### config.mk
export PLATFORM = sky130hd
export DESIGN_NAME = triangular_weighted_smoother_flat
export DESIGN_NICKNAME = d
export VERILOG_FILES = /design/src/design/tws_pkg.sv /design/src/design/tws_if.sv /design/src/design/triangular_weighted_smoother.sv /design/src/design/tws_front.sv /design/src/design/tws_queue.sv /design/src/design/tws_back.sv /design/src/flat_wrapper.sv
export SDC_FILE = /design/constraint.sdc
export NUM_CORES = 1
export LEC_CHECK = 0
export BUFFER_PORTS_ARGS = -buffer_cell sky130_fd_sc_hd__buf_2
export CAP_MARGIN = 10
export CELL_PAD_IN_SITES_DETAIL_PLACEMENT = 0
export CELL_PAD_IN_SITES_GLOBAL_PLACEMENT = 1
export CORE_MARGIN = 2
export CORE_UTILIZATION = 55
export CTS_BUF_LIST = sky130_fd_sc_hd__clkbuf_4 sky130_fd_sc_hd__clkbuf_8 sky130_fd_sc_hd__clkbuf_16
export CTS_CLUSTER_SIZE = 16
export DETAILED_ROUTE_END_ITERATION = 10
export PLACE_DENSITY = 0.93
export SETUP_SLACK_MARGIN = 0.1
export SYNTH_ARGS = -nofsm -noshare
export SYNTH_HDL_FRONTEND = slang
export SYNTH_HIERARCHICAL = 1
export SYNTH_SLANG_ARGS = --single-unit
### constraint.sdc
create_clock -name clk -period 24.8 [get_ports clk]
set_input_delay 2.48 -clock clk [delete_from_list [all_inputs] [get_ports clk]]
set_output_delay 2.48 -clock clk [all_outputs]
set_load 0.02 [all_outputs]
### src/design/tws_pkg.sv
// Shared constants, command type and tap helpers for the triangular smoother.
`timescale 1ns / 1ps
`default_nettype none
package tws_pkg;

  localparam int MAX_TAPS    = 32;
  localparam int TAPS_W      = 6;                  // config register width
  localparam int IDX_W       = $clog2(MAX_TAPS);   // delay line index
  localparam int D_W         = 4;                  // lookahead count, up to 15
  localparam int SAMPLE_W    = 16;
  localparam int SEEN_W      = 16;
  localparam int WT_W        = 6;                  // one tap weight
  localparam int PROD_W      = SAMPLE_W + WT_W + 1;
  localparam int ACC_W       = 25;                 // exact weighted sum
  localparam int WS_W        = 10;                 // weight sum, at most 272
  localparam int NUM_W       = ACC_W + 1;          // 2*|acc| + ws
  localparam int Q_W         = 17;                 // quotient bits, q <= 32768
  localparam int DEN_W       = WS_W + 1;           // 2*ws
  localparam int QCNT_W      = $clog2(Q_W);
  localparam int QUEUE_DEPTH = 2;
  localparam int QPTR_W      = $clog2(QUEUE_DEPTH);
  localparam int QFILL_W     = $clog2(QUEUE_DEPTH + 1);

  // One accepted word, classified for the back end.
  typedef struct packed {
    logic signed [SAMPLE_W-1:0] sample;
    logic                       last;
    logic                       emit;   // output for this word itself
    logic [TAPS_W-1:0]          n;      // effective tap count
    logic [D_W-1:0]             flush;  // trailing zero shifts on last
    logic [D_W-1:0]             skip;   // leading flush shifts without output
  } cmd_t;

  // Clamp the register to 1..MAX_TAPS.
  function automatic logic [TAPS_W-1:0] eff_taps(input logic [TAPS_W-1:0] t);
    logic [TAPS_W-1:0] r;
    r = t;
    if (t == '0) r = TAPS_W'(1);
    else if (t > TAPS_W'(MAX_TAPS)) r = TAPS_W'(MAX_TAPS);
    return r;
  endfunction

  // Lookahead d = n - 1 - n/2.
  function automatic logic [D_W-1:0] lookahead(input logic [TAPS_W-1:0] n);
    logic [TAPS_W-1:0] r;
    r = n - TAPS_W'(1) - (n >> 1);
    return r[D_W-1:0];
  endfunction

endpackage
`default_nettype wire

### src/design/tws_if.sv
// Valid/ready stream interfaces for waveform words and smoothed words.
`timescale 1ns / 1ps
`default_nettype none
interface tws_wave_if;
  import tws_pkg::*;
  logic                       valid;
  logic                       ready;
  logic signed [SAMPLE_W-1:0] sample;
  logic                       last_in;
  modport source (output valid, output sample, output last_in, input ready);
  modport sink (input valid, input sample, input last_in, output ready);
endinterface

interface tws_result_if;
  import tws_pkg::*;
  logic                       valid;
  logic                       ready;
  logic signed [SAMPLE_W-1:0] smoothed;
  logic                       last_out;
  modport source (output valid, output smoothed, output last_out, input ready);
  modport sink (input valid, input smoothed, input last_out, output ready);
endinterface
`default_nettype wire

### src/design/triangular_weighted_smoother.sv
// Top level of the triangular weighted moving-average smoother.
//
//  channel  | dir | payload                     | handshake
//  ---------+-----+-----------------------------+------------------------
//  wave     | in  | sample (s16 Q11.4), last_in | valid/ready
//  result   | out | smoothed (s16), last_out    | valid/ready
//  cfg      | in  | cfg_wdata = taps (6 bit)    | cfg_wen, no read-back
//
// Steps: a smoothed word passes through the back end in this order:
//   take the word or shift in a zero, multiply-accumulate over the n
//   effective taps, setup, rounding division, load the output register.
//   Each word ends with a step back to idle and one per skipped zero shift.
// Reset: rst is synchronous; it clears the delay line, position count,
//   queue and output valid flag and sets taps to 1.
// Stalls: the front takes words into a 2-deep queue while the back end
//   works; the back end holds in its output step while result stalls.
`timescale 1ns / 1ps
`default_nettype none
module triangular_weighted_smoother (
  input  wire logic                       clk,
  input  wire logic                       rst,
  input  wire logic                       cfg_wen,
  input  wire logic [tws_pkg::TAPS_W-1:0] cfg_wdata,
  tws_wave_if.sink                        wave,
  tws_result_if.source                    result
);
  import tws_pkg::*;

  logic [TAPS_W-1:0] taps;

  // front -> queue
  logic push_valid;
  logic push_ready;
  cmd_t push_cmd;

  // queue -> back
  logic pop_valid;
  logic pop_ready;
  cmd_t pop_cmd;

  // taps register; the user must write it only while the block is idle; the block does not enforce this
  always_ff @(posedge clk) begin
    if (rst) begin
      taps <= TAPS_W'(1);
    end else if (cfg_wen) begin
      taps <= cfg_wdata;
    end
  end

  // front: position tracking and classification of each word
  tws_front u_front (
    .clk        (clk),
    .rst        (rst),
    .taps       (taps),
    .wave       (wave),
    .push_valid (push_valid),
    .push_ready (push_ready),
    .push_cmd   (push_cmd)
  );

  // decoupling queue
  tws_queue u_queue (
    .clk        (clk),
    .rst        (rst),
    .push_valid (push_valid),
    .push_ready (push_ready),
    .push_cmd   (push_cmd),
    .pop_valid  (pop_valid),
    .pop_ready  (pop_ready),
    .pop_cmd    (pop_cmd)
  );

  // back: delay line, MAC, divider, output register
  tws_back u_back (
    .clk       (clk),
    .rst       (rst),
    .pop_valid (pop_valid),
    .pop_ready (pop_ready),
    .pop_cmd   (pop_cmd),
    .result    (result)
  );

`ifndef SYNTHESIS
  // trailing flush only ever follows the last word of a waveform
  a_flush_only_on_last: assert property (@(posedge clk) disable iff (rst)
    push_valid |-> (push_cmd.last || push_cmd.flush == '0))
    else $error("flush requested on a word that is not last");

  // skipped flush steps never cover the final flush output
  a_skip_below_flush: assert property (@(posedge clk) disable iff (rst)
    (push_valid && push_cmd.flush != '0) |-> push_cmd.skip < push_cmd.flush)
    else $error("flush would end without its final output");

  // effective tap count stays in range
  a_taps_range: assert property (@(posedge clk) disable iff (rst)
    push_valid |-> (push_cmd.n != '0 && push_cmd.n <= TAPS_W'(MAX_TAPS)))
    else $error("effective tap count out of range");

  // the queue never blocks the front while the back end waits in idle
  a_pop_nonempty: assert property (@(posedge clk) disable iff (rst)
    pop_ready |-> (pop_valid || !push_valid || push_ready))
    else $error("queue blocks the front while the back end waits");
`endif

endmodule
`default_nettype wire

### src/design/tws_front.sv
// Front end: accepts waveform words, tracks position, classifies outputs.
`timescale 1ns / 1ps
`default_nettype none
module tws_front (
  input  wire logic                       clk,
  input  wire logic                       rst,
  input  wire logic [tws_pkg::TAPS_W-1:0] taps,
  tws_wave_if.sink                        wave,
  output      logic                       push_valid,
  input  wire logic                       push_ready,
  output      tws_pkg::cmd_t              push_cmd
);
  import tws_pkg::*;

  logic [SEEN_W-1:0] seen_count;
  logic [TAPS_W-1:0] n;
  logic [D_W-1:0]    d;
  logic              emit;
  logic              accept;

  assign n          = eff_taps(taps);
  assign d          = lookahead(n);
  assign emit       = seen_count >= SEEN_W'(d);
  assign push_valid = wave.valid;
  assign wave.ready = push_ready;
  assign accept     = wave.valid && push_ready;

  always_comb begin
    push_cmd        = '0;
    push_cmd.sample = wave.sample;
    push_cmd.last   = wave.last_in;
    push_cmd.emit   = emit;
    push_cmd.n      = n;
    if (wave.last_in) begin
      push_cmd.flush = d;
      // seen_count < d here, so its low bits are exact
      if (!emit) push_cmd.skip = d - seen_count[D_W-1:0] - D_W'(1);
    end
  end

  always_ff @(posedge clk) begin
    if (rst) begin
      seen_count <= '0;
    end else if (accept) begin
      if (wave.last_in) seen_count <= '0;
      else if (seen_count != '1) seen_count <= seen_count + SEEN_W'(1);
    end
  end

endmodule
`default_nettype wire

### src/design/tws_queue.sv
// Small command queue between the front and back ends.
`timescale 1ns / 1ps
`default_nettype none
module tws_queue (
  input  wire logic          clk,
  input  wire logic          rst,
  input  wire logic          push_valid,
  output      logic          push_ready,
  input  wire tws_pkg::cmd_t push_cmd,
  output      logic          pop_valid,
  input  wire logic          pop_ready,
  output      tws_pkg::cmd_t pop_cmd
);
  import tws_pkg::*;

  cmd_t               entries [QUEUE_DEPTH];
  logic [QPTR_W-1:0]  wr_ptr;
  logic [QPTR_W-1:0]  rd_ptr;
  logic [QFILL_W-1:0] fill;
  logic               do_push;
  logic               do_pop;

  assign push_ready = fill != QFILL_W'(QUEUE_DEPTH);
  assign pop_valid  = fill != '0;
  assign pop_cmd    = entries[rd_ptr];
  assign do_push    = push_valid && push_ready;
  assign do_pop     = pop_valid && pop_ready;

  always_ff @(posedge clk) begin
    if (do_push) entries[wr_ptr] <= push_cmd;
  end

  always_ff @(posedge clk) begin
    if (rst) begin
      wr_ptr <= '0;
      rd_ptr <= '0;
      fill   <= '0;
    end else begin
      if (do_push) wr_ptr <= wr_ptr + QPTR_W'(1);
      if (do_pop)  rd_ptr <= rd_ptr + QPTR_W'(1);
      if (do_push && !do_pop)      fill <= fill + QFILL_W'(1);
      else if (do_pop && !do_push) fill <= fill - QFILL_W'(1);
    end
  end

endmodule
`default_nettype wire

### src/design/tws_back.sv
// Back end: delay line, serial MAC, serial rounding divider, output register.
`timescale 1ns / 1ps
`default_nettype none
module tws_back (
  input  wire logic          clk,
  input  wire logic          rst,
  input  wire logic          pop_valid,
  output      logic          pop_ready,
  input  wire tws_pkg::cmd_t pop_cmd,
  tws_result_if.source       result
);
  import tws_pkg::*;

  typedef enum logic [2:0] {
    S_IDLE, S_NEXT, S_MAC, S_PREP, S_DIV, S_PUT
  } state_t;

  state_t                      state;
  logic signed [SAMPLE_W-1:0]  dline [MAX_TAPS];
  logic [TAPS_W-1:0]           n_reg;
  logic                        last_reg;
  logic [D_W-1:0]              flush_left;
  logic [D_W-1:0]              skip_left;
  logic                        cur_last;
  logic [IDX_W-1:0]            w;
  logic signed [ACC_W-1:0]     acc;
  logic [WS_W-1:0]             ws;
  logic                        neg;
  logic [DEN_W-1:0]            den;
  logic [WS_W-1:0]             rem;
  logic [Q_W-1:0]              low;
  logic [QCNT_W-1:0]           cnt;
  logic                        out_valid;
  logic signed [SAMPLE_W-1:0]  out_smoothed;
  logic                        out_last;

  logic [TAPS_W-1:0]           idx;
  logic [TAPS_W-1:0]           h;
  logic [TAPS_W-1:0]           w_ext;
  logic [WT_W-1:0]             wt;
  logic signed [PROD_W-1:0]    prod;
  logic [ACC_W-1:0]            mag;
  logic [NUM_W-1:0]            num;
  logic [DEN_W-1:0]            trial;
  logic                        ge;
  logic [DEN_W-1:0]            diff;
  logic [Q_W-1:0]              qsigned;
  logic                        mac_done;

  assign pop_ready       = state == S_IDLE;
  assign result.valid    = out_valid;
  assign result.smoothed = out_smoothed;
  assign result.last_out = out_last;

  // tap weight: w+1 on the rising side, h+1 at the odd center, n-w after
  always_comb begin
    w_ext = TAPS_W'(w);
    h     = n_reg >> 1;
    idx   = n_reg - TAPS_W'(1) - w_ext;
    if (w_ext < h)                 wt = WT_W'(w_ext + TAPS_W'(1));
    else if (n_reg[0] && w_ext == h) wt = WT_W'(h + TAPS_W'(1));
    else                           wt = WT_W'(n_reg - w_ext);
  end

  assign prod     = $signed({1'b0, wt}) * dline[idx[IDX_W-1:0]];
  assign mac_done = w_ext == n_reg - TAPS_W'(1);

  // |acc| and the rounding numerator 2|acc| + ws
  assign mag = acc[ACC_W-1] ? ACC_W'(-acc) : ACC_W'(acc);
  assign num = {mag, 1'b0} + NUM_W'(ws);

  // one restoring divide step per cycle
  assign trial   = {rem, low[Q_W-1]};
  assign ge      = trial >= den;
  assign diff    = trial - den;
  assign qsigned = neg ? (~low + Q_W'(1)) : low;

  always_ff @(posedge clk) begin
    if (rst) begin
      state      <= S_IDLE;
      out_valid  <= 1'b0;
      n_reg      <= TAPS_W'(1);
      last_reg   <= 1'b0;
      flush_left <= '0;
      skip_left  <= '0;
      cur_last   <= 1'b0;
      for (int i = 0; i < MAX_TAPS; i++) dline[i] <= '0;
    end else begin
      // in S_PUT a taken word is replaced by the next one
      if (result.ready && state != S_PUT) out_valid <= 1'b0;
      unique case (state)
        S_IDLE: begin
          if (pop_valid) begin
            dline[0] <= pop_cmd.sample;
            for (int i = 1; i < MAX_TAPS; i++) dline[i] <= dline[i-1];
            n_reg      <= pop_cmd.n;
            last_reg   <= pop_cmd.last;
            flush_left <= pop_cmd.flush;
            skip_left  <= pop_cmd.skip;
            if (pop_cmd.emit) begin
              cur_last <= pop_cmd.last && pop_cmd.flush == '0;
              w        <= '0;
              acc      <= '0;
              ws       <= '0;
              state    <= S_MAC;
            end else begin
              state <= S_NEXT;
            end
          end
        end
        S_NEXT: begin
          if (flush_left != '0) begin
            dline[0] <= '0;
            for (int i = 1; i < MAX_TAPS; i++) dline[i] <= dline[i-1];
            flush_left <= flush_left - D_W'(1);
            if (skip_left != '0) begin
              skip_left <= skip_left - D_W'(1);
            end else begin
              cur_last <= flush_left == D_W'(1);
              w        <= '0;
              acc      <= '0;
              ws       <= '0;
              state    <= S_MAC;
            end
          end else begin
            if (last_reg) begin
              for (int i = 0; i < MAX_TAPS; i++) dline[i] <= '0;
            end
            state <= S_IDLE;
          end
        end
        S_MAC: begin
          acc <= acc + ACC_W'(prod);
          ws  <= ws + WS_W'(wt);
          if (mac_done) state <= S_PREP;
          else w <= w + IDX_W'(1);
        end
        S_PREP: begin
          neg   <= acc[ACC_W-1];
          den   <= {ws, 1'b0};
          rem   <= WS_W'(num[NUM_W-1:Q_W]);
          low   <= num[Q_W-1:0];
          cnt   <= '0;
          state <= S_DIV;
        end
        S_DIV: begin
          rem <= ge ? diff[WS_W-1:0] : trial[WS_W-1:0];
          low <= {low[Q_W-2:0], ge};
          cnt <= cnt + QCNT_W'(1);
          if (cnt == QCNT_W'(Q_W - 1)) state <= S_PUT;
        end
        S_PUT: begin
          if (!out_valid || result.ready) begin
            out_valid    <= 1'b1;
            out_smoothed <= qsigned[SAMPLE_W-1:0];
            out_last     <= cur_last;
            state        <= S_NEXT;
          end
        end
        default: state <= S_IDLE;
      endcase
    end
  end

endmodule
`default_nettype wire

### src/flat_wrapper.sv
// flat-port wrapper written by rule: the top's interface ports become plain ports
module triangular_weighted_smoother_flat import tws_pkg::*;
  (clk, rst, cfg_wen, cfg_wdata, wave_valid, wave_sample, wave_last_in, wave_ready, result_valid, result_smoothed, result_last_out, result_ready);
  tws_wave_if wave_i ();
  tws_result_if result_i ();
  input  wire logic clk;
  input  wire logic rst;
  input  wire logic cfg_wen;
  input  wire logic [tws_pkg::TAPS_W-1:0] cfg_wdata;
  input wire logic [$bits(wave_i.valid)-1:0] wave_valid;
  input wire logic [$bits(wave_i.sample)-1:0] wave_sample;
  input wire logic [$bits(wave_i.last_in)-1:0] wave_last_in;
  output wire logic [$bits(wave_i.ready)-1:0] wave_ready;
  output wire logic [$bits(result_i.valid)-1:0] result_valid;
  output wire logic [$bits(result_i.smoothed)-1:0] result_smoothed;
  output wire logic [$bits(result_i.last_out)-1:0] result_last_out;
  input wire logic [$bits(result_i.ready)-1:0] result_ready;
  assign wave_i.valid = wave_valid;
  assign wave_i.sample = wave_sample;
  assign wave_i.last_in = wave_last_in;
  assign wave_ready = wave_i.ready;
  assign result_valid = result_i.valid;
  assign result_smoothed = result_i.smoothed;
  assign result_last_out = result_i.last_out;
  assign result_i.ready = result_ready;
  triangular_weighted_smoother u_core (.clk(clk), .rst(rst), .cfg_wen(cfg_wen), .cfg_wdata(cfg_wdata), .wave(wave_i), .result(result_i));
endmodule
==> results of run 1 <==
per-layer routing:
metal	wire, microns	track usage, %	vias to the layer above	part of all wire (%)
li1	-	-	12400	-
met1	36000	31.7	12800	43
met2	39100	36.8	766	47
met3	5220	4.36	159	6.3
met4	2620	8.11	0	3.2
met5	0	0	-	0
kinds of logic after synthesis:
kind of cell    share of synthesized area (%)
compound gates                           6.18
xor+xnor                                 2.60
fa+ha+maj                                8.94
buf+inv                                  4.84
flops                                    48.2
mux                                      10.4
simple gates                             18.8
cell type report:
class	count	area (sq um)	share of cell area, %
Sequential cell	723	18700	44.3
Multi-Input combinational cell	2367	18300	43.4
Clock buffer	103	2190	5.20
Tap cell	940	1180	2.79
Inverter	230	871	2.06
Timing Repair Buffer	80	532	1.26
Clock inverter	42	437	1.04
cells in the final DEF (no fill, tap or decap), types with 9 or more instances in the layout:
cell type                   netlist  final
sky130_fd_sc_hd__edfxtp_1       420    420
sky130_fd_sc_hd__nor3_1         415    415
sky130_fd_sc_hd__nor2_1         374    372
sky130_fd_sc_hd__dfxtp_1        303    303
sky130_fd_sc_hd__and2_1         271    271
sky130_fd_sc_hd__inv_1          222    221
sky130_fd_sc_hd__nand2_1        196    196
sky130_fd_sc_hd__mux4_2         148    148
sky130_fd_sc_hd__a21oi_1        116    114
sky130_fd_sc_hd__ha_1           115    114
sky130_fd_sc_hd__fa_1           101    100
sky130_fd_sc_hd__clkbuf_16        0     79
sky130_fd_sc_hd__xnor2_1         80     78
sky130_fd_sc_hd__nand3_1         66     66
sky130_fd_sc_hd__buf_2           21     45
sky130_fd_sc_hd__o21ai_0         45     45
sky130_fd_sc_hd__a22o_1          43     43
sky130_fd_sc_hd__mux2_2          33     33
sky130_fd_sc_hd__buf_4           21     31
sky130_fd_sc_hd__xor2_1          33     31
sky130_fd_sc_hd__mux2i_1         28     28
sky130_fd_sc_hd__a21o_1          28     28
sky130_fd_sc_hd__nand2b_1        25     25
sky130_fd_sc_hd__nor2b_1         21     21
sky130_fd_sc_hd__clkbuf_4         0     18
sky130_fd_sc_hd__clkinv_1         3     17
sky130_fd_sc_hd__nor4_1          16     15
sky130_fd_sc_hd__o21ai_1         15     14
sky130_fd_sc_hd__clkinv_2         0     13
sky130_fd_sc_hd__or3_1           12     12
sky130_fd_sc_hd__a31oi_1         12     12
sky130_fd_sc_hd__o21a_1          11     11
sky130_fd_sc_hd__o31ai_1         11     11
sky130_fd_sc_hd__or4_1           11     11
sky130_fd_sc_hd__and3_1          10     10
sky130_fd_sc_hd__a211oi_1         9      9
sky130_fd_sc_hd__or2_1            9      9
worst max-delay path: stages (launching register included):
cell and delay [ns]:
sky130_fd_sc_hd__dfxtp_1 0.49, sky130_fd_sc_hd__inv_1 0.14, sky130_fd_sc_hd__ha_1 0.30, sky130_fd_sc_hd__inv_1 0.06, sky130_fd_sc_hd__fa_4 1.09, sky130_fd_sc_hd__buf_4 0.66
sky130_fd_sc_hd__buf_4 0.65, sky130_fd_sc_hd__mux4_2 0.59, sky130_fd_sc_hd__mux4_2 0.47, sky130_fd_sc_hd__mux2i_1 0.59, sky130_fd_sc_hd__nor2b_1 0.16, sky130_fd_sc_hd__fa_1 0.48
sky130_fd_sc_hd__fa_1 0.47, sky130_fd_sc_hd__ha_1 0.29, sky130_fd_sc_hd__inv_1 0.05, sky130_fd_sc_hd__fa_1 0.52, sky130_fd_sc_hd__inv_1 0.04, sky130_fd_sc_hd__ha_1 0.33
sky130_fd_sc_hd__nor2b_1 0.17, sky130_fd_sc_hd__o2111ai_1 0.25, sky130_fd_sc_hd__a31oi_1 0.24, sky130_fd_sc_hd__a221o_1 0.43, sky130_fd_sc_hd__a21bo_2 0.24, sky130_fd_sc_hd__a221o_1 0.33
sky130_fd_sc_hd__xnor2_1 0.13, sky130_fd_sc_hd__nor2_1 0.05
how the worst min path moves through the flow:
stage	startpoint	end	cells after the start
after global routing	u_core/u_back/dline[16][9]	u_core/u_back/dline[17][9]	2
after floorplan	u_core/u_back/cur_last	u_core/u_back/result.last_out	0
after CTS	u_core/u_back/dline[16][9]	u_core/u_back/dline[17][9]	2
after global placement	u_core/u_back/cur_last	u_core/u_back/result.last_out	0
final	u_core/u_back/dline[16][9]	u_core/u_back/dline[17][9]	2
after detailed placement	u_core/u_back/cur_last	u_core/u_back/result.last_out	0
per-stage QoR:
stage | hold slack [ns] | worst slack (ns) | cell area, sq um | utilization (%)
floorplan | 0.409 | 16.43 | 38700 | -
global placement | 0.426 | 15.37 | 39600 | 56.6
detailed placement | 0.433 | 15.25 | 39600 | 56.6
CTS | 0.429 | 15.16 | 42200 | 60.3
global route | 0.454 | 14.60 | 42200 | 60.3
finish | 0.434 | 15.24 | 42200 | 60.3
==> impl_metrics.json, run 1 <==
{
  "h-tree-depth": 3,
  "route.detailed.drc": 0,
  "reg2reg_to": "u_core/u_back/acc[22]",
  "buffer_ports.inserted": 46,
  "fp-row-count": 97,
  "postSynth.topFlopCell": "sky130_fd_sc_hd__edfxtp_1",
  "tritoncts_clock_tree": "yes",
  "core_area_sq_mm": 0.0699,
  "synth_enable_flop_cells": 420,
  "clkLatencyLatePin_ns": 0.66,
  "largest_register_ff_count": 512,
  "r2r-start": "u_core/u_back/n_reg[1]",
  "synth-async-reset-ratio_pct": 0,
  "ys_seq_area_share_pct": 48.2,
  "die_w_microns": 269,
  "ant_nets": 0,
  "max_clock_freq_ghz": 0.105,
  "layout.nets": 3724,
  "initial_utilization_pct": 55.4,
  "layout_min_cycle_time_ns": 9.56,
  "globalRoute.totalOverflow": 0,
  "worst_setup_path_startpoint": "u_core/u_back/n_reg[1]",
  "post_synth_design_cell_area_sq_mm": 0.0387,
  "placedCellCount": 4340,
  "die_outline_area_sq_mm": 0.0725,
  "grt_pass1_wl_mm": 137,
  "syn_nets": 3803,
  "timing.critical_path.to_type": "flip-flop",
  "synth.ff_latch_count": 723,
  "layoutNonFillerInstCount": 4485,
  "routedWlPerCell_microns": 18.5,
  "cts_sinks": 723,
  "ios": 47,
  "status": "finished, final reports clean",
  "cts_setup_buffers": 0,
  "crit_arrival_ns": 9.89,
  "registers.top_by_ff_count": "u_core/u_back/dline",
  "numCtsBuffers": 78,
  "yosysMostFrequentCell": "sky130_fd_sc_hd__edfxtp_1",
  "holdBufCountCts": 0,
  "netlist-cell-type-count": 91,
  "final.period_utilization_pct": 38.5,
  "totalWireLength_mm": 82.9,
  "vias": 26100,
  "synth_top_cell_by_area": "sky130_fd_sc_hd__edfxtp_1",
  "finalSetupViolations": 0,
  "grt_antenna_before_repair": 0,
  "drt_first_pass_iters": 5,
  "worstRegToRegCells": 25,
  "ys.warnings.count": 6,
  "drv_slew": 0,
  "antenna-diode-count": 0,
  "maxCapViolations": 0,
  "via_per_inst": 5.82,
  "global_route.usage.total_pct": 23.0,
  "hold_viol_final": 0,
  "post-synth-top-area-fraction_pct": 32.6,
  "gpl.final_weighted_congestion": 0.863,
  "cts-root-buf": "sky130_fd_sc_hd__clkbuf_16",
  "worst_setup_ep": "u_core/u_back/acc[22]",
  "min_path_type": "flip-flop to flip-flop",
  "clock_tree.buffer_depth": 3,
  "dp_hpwl_mm": 52.3,
  "crit_required_ns": 25.13,
  "postSynthCellCount": 3559,
  "max-slew-margin-rel_pct": 19.2,
  "cp_max_fo": 42,
  "die_h_microns": 269,
  "drt_iter0_drc": 2362,
  "flow.area_growth_from_synthesis_pct": 8.96,
  "synth.area.top_cells": "sky130_fd_sc_hd__edfxtp_1 (33%), sky130_fd_sc_hd__dfxtp_1 (16%), sky130_fd_sc_hd__mux4_2 (8.6%)",
  "setup_tns_ns": 0,
  "worst_setup_hold_path_clk_slew_ns": 0.06,
  "worstSetupPathType": "flip-flop to flip-flop",
  "first_global_vias": 25900,
  "drive_above_1_share_pct": 12.4,
  "clock-skew-final_ns": 0.0633,
  "tightest_slew_ns": 1.21,
  "ranking_of_synthesized_cells_by_instance_count": "sky130_fd_sc_hd__edfxtp_1 (420), sky130_fd_sc_hd__nor3_1 (415), sky130_fd_sc_hd__nor2_1 (374), sky130_fd_sc_hd__dfxtp_1 (303), sky130_fd_sc_hd__and2_1 (271)",
  "rrSetupSlack_ns": 15.24,
  "post_cts.resized_instances": 0,
  "worst_setup_path_start_kind": "flip-flop",
  "fill_cells": 5558,
  "grt_setup_unrepaired": "no",
  "syn_area_per_cell_sq_um": 10.9,
  "grt_start_max_net_pins": 227,
  "reg.largest.list": "u_core/u_back/dline (512), u_core/u_queue/entries (64), u_core/u_back/acc (25)"
}
Power of run 1 is left out: the tool's default activity adds up to more than one toggle a clock period on the data nets, which glitch-free logic cannot reach.
==> run 2: changes to the inputs <==
- ABC_AREA: not set -> 1
- CORE_UTILIZATION: 55 -> 49
- PLACE_DENSITY: 0.93 -> 0.88
- clock period: 24.8 -> 8.85 ns (I/O delays scaled with it)
==> impl_metrics.json, run 2 <==
{
  "status": "finished, final reports clean",
  "sum_of_met2_wire_segment_lengths_after_detailed_routing_mm": 42.4,
  "yosysMostFrequentCell": "sky130_fd_sc_hd__inv_1",
  "ys.warnings.count": 6,
  "clock_tree.buffer_depth": 3,
  "layout_min_cycle_time_ns": 8.03,
  "post_synth_design_cell_area_sq_mm": 0.0401,
  "max_clock_freq_ghz": 0.124,
  "first_global_vias": 29200,
  "reg.largest.list": "u_core/u_back/dline (512), u_core/u_queue/entries (64), u_core/u_back/acc (25)",
  "syn_area_per_cell_sq_um": 8.40,
  "top_layer": "met4",
  "clkLatencyLatePin_ns": 0.65,
  "timing.critical_path.to_type": "flip-flop",
  "post-synth-top-area-fraction_pct": 31.4,
  "syn_nets": 5026,
  "r2r-start": "u_core/u_back/n_reg[1]",
  "finalSetupViolations": 0,
  "routedLengthMet1_mm": 43.8,
  "slowest_delay_ns": 0.94,
  "holdBufCountCts": 0,
  "global_route.usage.total_pct": 21.7,
  "post_cts.resized_instances": 0,
  "worst_setup_hold_path_clk_slew_ns": 0.06,
  "flow.area_growth_from_synthesis_pct": 8.57,
  "die_outline_area_sq_mm": 0.0842,
  "hold_path_depth": 1,
  "critical_path.most_common_cell": "sky130_fd_sc_hd__inv_1",
  "crit_arrival_ns": 8.42,
  "worstHoldStart": "wave_sample[4]",
  "layout.nets": 4923,
  "cts_setup_buffers": 0,
  "worstSetupPathType": "flip-flop to flip-flop",
  "totalWireLength_mm": 92.0,
  "core_area_sq_mm": 0.0808,
  "reg2reg_to": "u_core/u_back/acc[23]",
  "final.period_utilization_pct": 90.8,
  "crit_required_ns": 9.24,
  "grt_pass1_wl_mm": 151,
  "die_h_microns": 290,
  "routedWlPerCell_microns": 15.9,
  "cts_sinks": 723,
  "grt_setup_unrepaired": "no",
  "cp_max_fo": 102,
  "largest_register_ff_count": 512,
  "maxCapViolations": 0,
  "clock-skew-final_ns": 0.0320,
  "tritoncts_clock_tree": "yes",
  "numCtsBuffers": 81,
  "gpl.final_weighted_congestion": 0.905,
  "grt_start_max_net_pins": 227,
  "fp-row-count": 104,
  "route.detailed.drc": 0,
  "hold_viol_final": 0,
  "grt_antenna_before_repair": 0,
  "dp_hpwl_mm": 58.8,
  "h-tree-depth": 3,
  "postSynthCellCount": 4782,
  "buffer_ports.inserted": 46,
  "die_w_microns": 290,
  "via_per_inst": 5.30,
  "worstRegToRegCells": 28,
  "most_common_library_cell_in_the_layout_ignoring_fill_and_taps": "sky130_fd_sc_hd__inv_1",
  "drv_slew": 0,
  "route.met3.wl_mm": 4.04,
  "worst_setup_path_start_kind": "flip-flop",
  "ios": 47,
  "setup_tns_ns": 0,
  "tightest_slew_ns": 1.15,
  "ys_seq_area_share_pct": 46.5,
  "min_path_type": "input pin to flip-flop",
  "drive_above_1_share_pct": 7.40,
  "drt_iter0_drc": 2645,
  "registers.top_by_ff_count": "u_core/u_back/dline",
  "antenna-diode-count": 0,
  "ranking_of_synthesized_cells_by_instance_count": "sky130_fd_sc_hd__inv_1 (846), sky130_fd_sc_hd__nor2_1 (586), sky130_fd_sc_hd__o21ai_0 (559), sky130_fd_sc_hd__a21oi_1 (469), sky130_fd_sc_hd__nand2_1 (452)",
  "final_util_pct": 53.9,
  "ant_nets": 0,
  "synth_enable_flop_cells": 420,
  "initial_utilization_pct": 49.7,
  "globalRoute.totalOverflow": 0,
  "postSynth.topFlopCell": "sky130_fd_sc_hd__edfxtp_1",
  "netlist-cell-type-count": 60,
  "synth-async-reset-ratio_pct": 0,
  "synth.ff_latch_count": 723,
  "synth_top_cell_by_area": "sky130_fd_sc_hd__edfxtp_1",
  "highest_count_cells_in_the_layout_ignoring_fill_and_taps": "sky130_fd_sc_hd__inv_1 (842), sky130_fd_sc_hd__nor2_1 (583), sky130_fd_sc_hd__o21ai_0 (559)",
  "max-slew-margin-rel_pct": 23.3,
  "cts-root-buf": "sky130_fd_sc_hd__clkbuf_16",
  "hold-path-endpoint": "u_core/u_queue/entries[1][20]",
  "drt_first_pass_iters": 5,
  "slowest_stage": "sky130_fd_sc_hd__fa_4",
  "vias": 30800,
  "synth.area.top_cells": "sky130_fd_sc_hd__edfxtp_1 (31%), sky130_fd_sc_hd__dfxtp_1 (15%), sky130_fd_sc_hd__inv_1 (7.9%)",
  "rrSetupSlack_ns": 0.82
}
-- run 2: changes by cell type after synthesis, moves of 63 or more --
cell / change
sky130_fd_sc_hd__nand2_1: +256
sky130_fd_sc_hd__o21ai_0: +514
sky130_fd_sc_hd__xnor2_1: -63
sky130_fd_sc_hd__and2_1: -270
sky130_fd_sc_hd__nor2_1: +212
sky130_fd_sc_hd__inv_1: +624
sky130_fd_sc_hd__nor3_1: -393
sky130_fd_sc_hd__a21oi_1: +353
sky130_fd_sc_hd__nand3_1: +153
sky130_fd_sc_hd__mux4_2: -148
-- run 2: routing by layer --
metal / up-vias / GRT usage, %
met5: - / 0
met4: 0 / 5.26
met3: 107 / 2.84
met2: 667 / 35.2
met1: 14500 / 30.8
li1: 15500 / -
-- run 2: cell families after synthesis --
kind of cell,count (synthesis),share of synthesized area [%]
compound gates,1254,16.8
xor+xnor,63,1.55
fa+ha+maj,216,8.62
buf+inv,1144,11.3
flops,723,46.5
mux,32,1.18
simple gates,1350,14.0
-- run 2: worst max-delay path, delay by kind of cell, from the launching register on --
kind / cells / cell delay [ns]
and+or+nand+nor: 6 / 1.00
AOI/OAI and AO/OA: 6 / 1.46
adders and majority gates: 7 / 3.83
buffers and inverters: 9 / 0.94
DFF: 1 / 0.48
-- run 2: layout make-up --
type,instances,area (sq um)
Tap cell,1060,1330
Sequential cell,723,18700
Timing Repair Buffer,85,611
Clock buffer,112,2320
Multi-Input combinational cell,2915,17000
Clock inverter,38,354
Inverter,873,3290
Fill cell,7425,37200
-- run 2: worst max path at each step --
stage	start	end	slack [ns]	cells past startpoint
after floorplan	rst	u_core/u_back/w[0]	1.07	4
after CTS	u_core/u_back/n_reg[1]	u_core/u_back/acc[23]	0.75	28
after global routing	u_core/u_back/n_reg[1]	u_core/u_back/acc[23]	0.33	28
final	u_core/u_back/n_reg[1]	u_core/u_back/acc[23]	0.82	28
after detailed placement	u_core/u_back/n_reg[1]	u_core/u_back/acc[23]	0.81	28
after global placement	u_core/u_back/n_reg[1]	u_core/u_back/acc[23]	0.82	28
-- run 2: stage by stage --
step / hold slack [ns] / worst slack (ns) / instances / area (sq um)
global placement: 0.441 / 0.818 / 5656 / 40900
global route: 0.412 / 0.327 / 5806 / 43600
detailed placement: 0.449 / 0.810 / 5656 / 40900
CTS: 0.400 / 0.749 / 5806 / 43600
floorplan: 0.403 / 1.07 / 4782 / 40100
finish: 0.435 / 0.817 / 5806 / 43600
Power of run 2 is left out for the same reason.
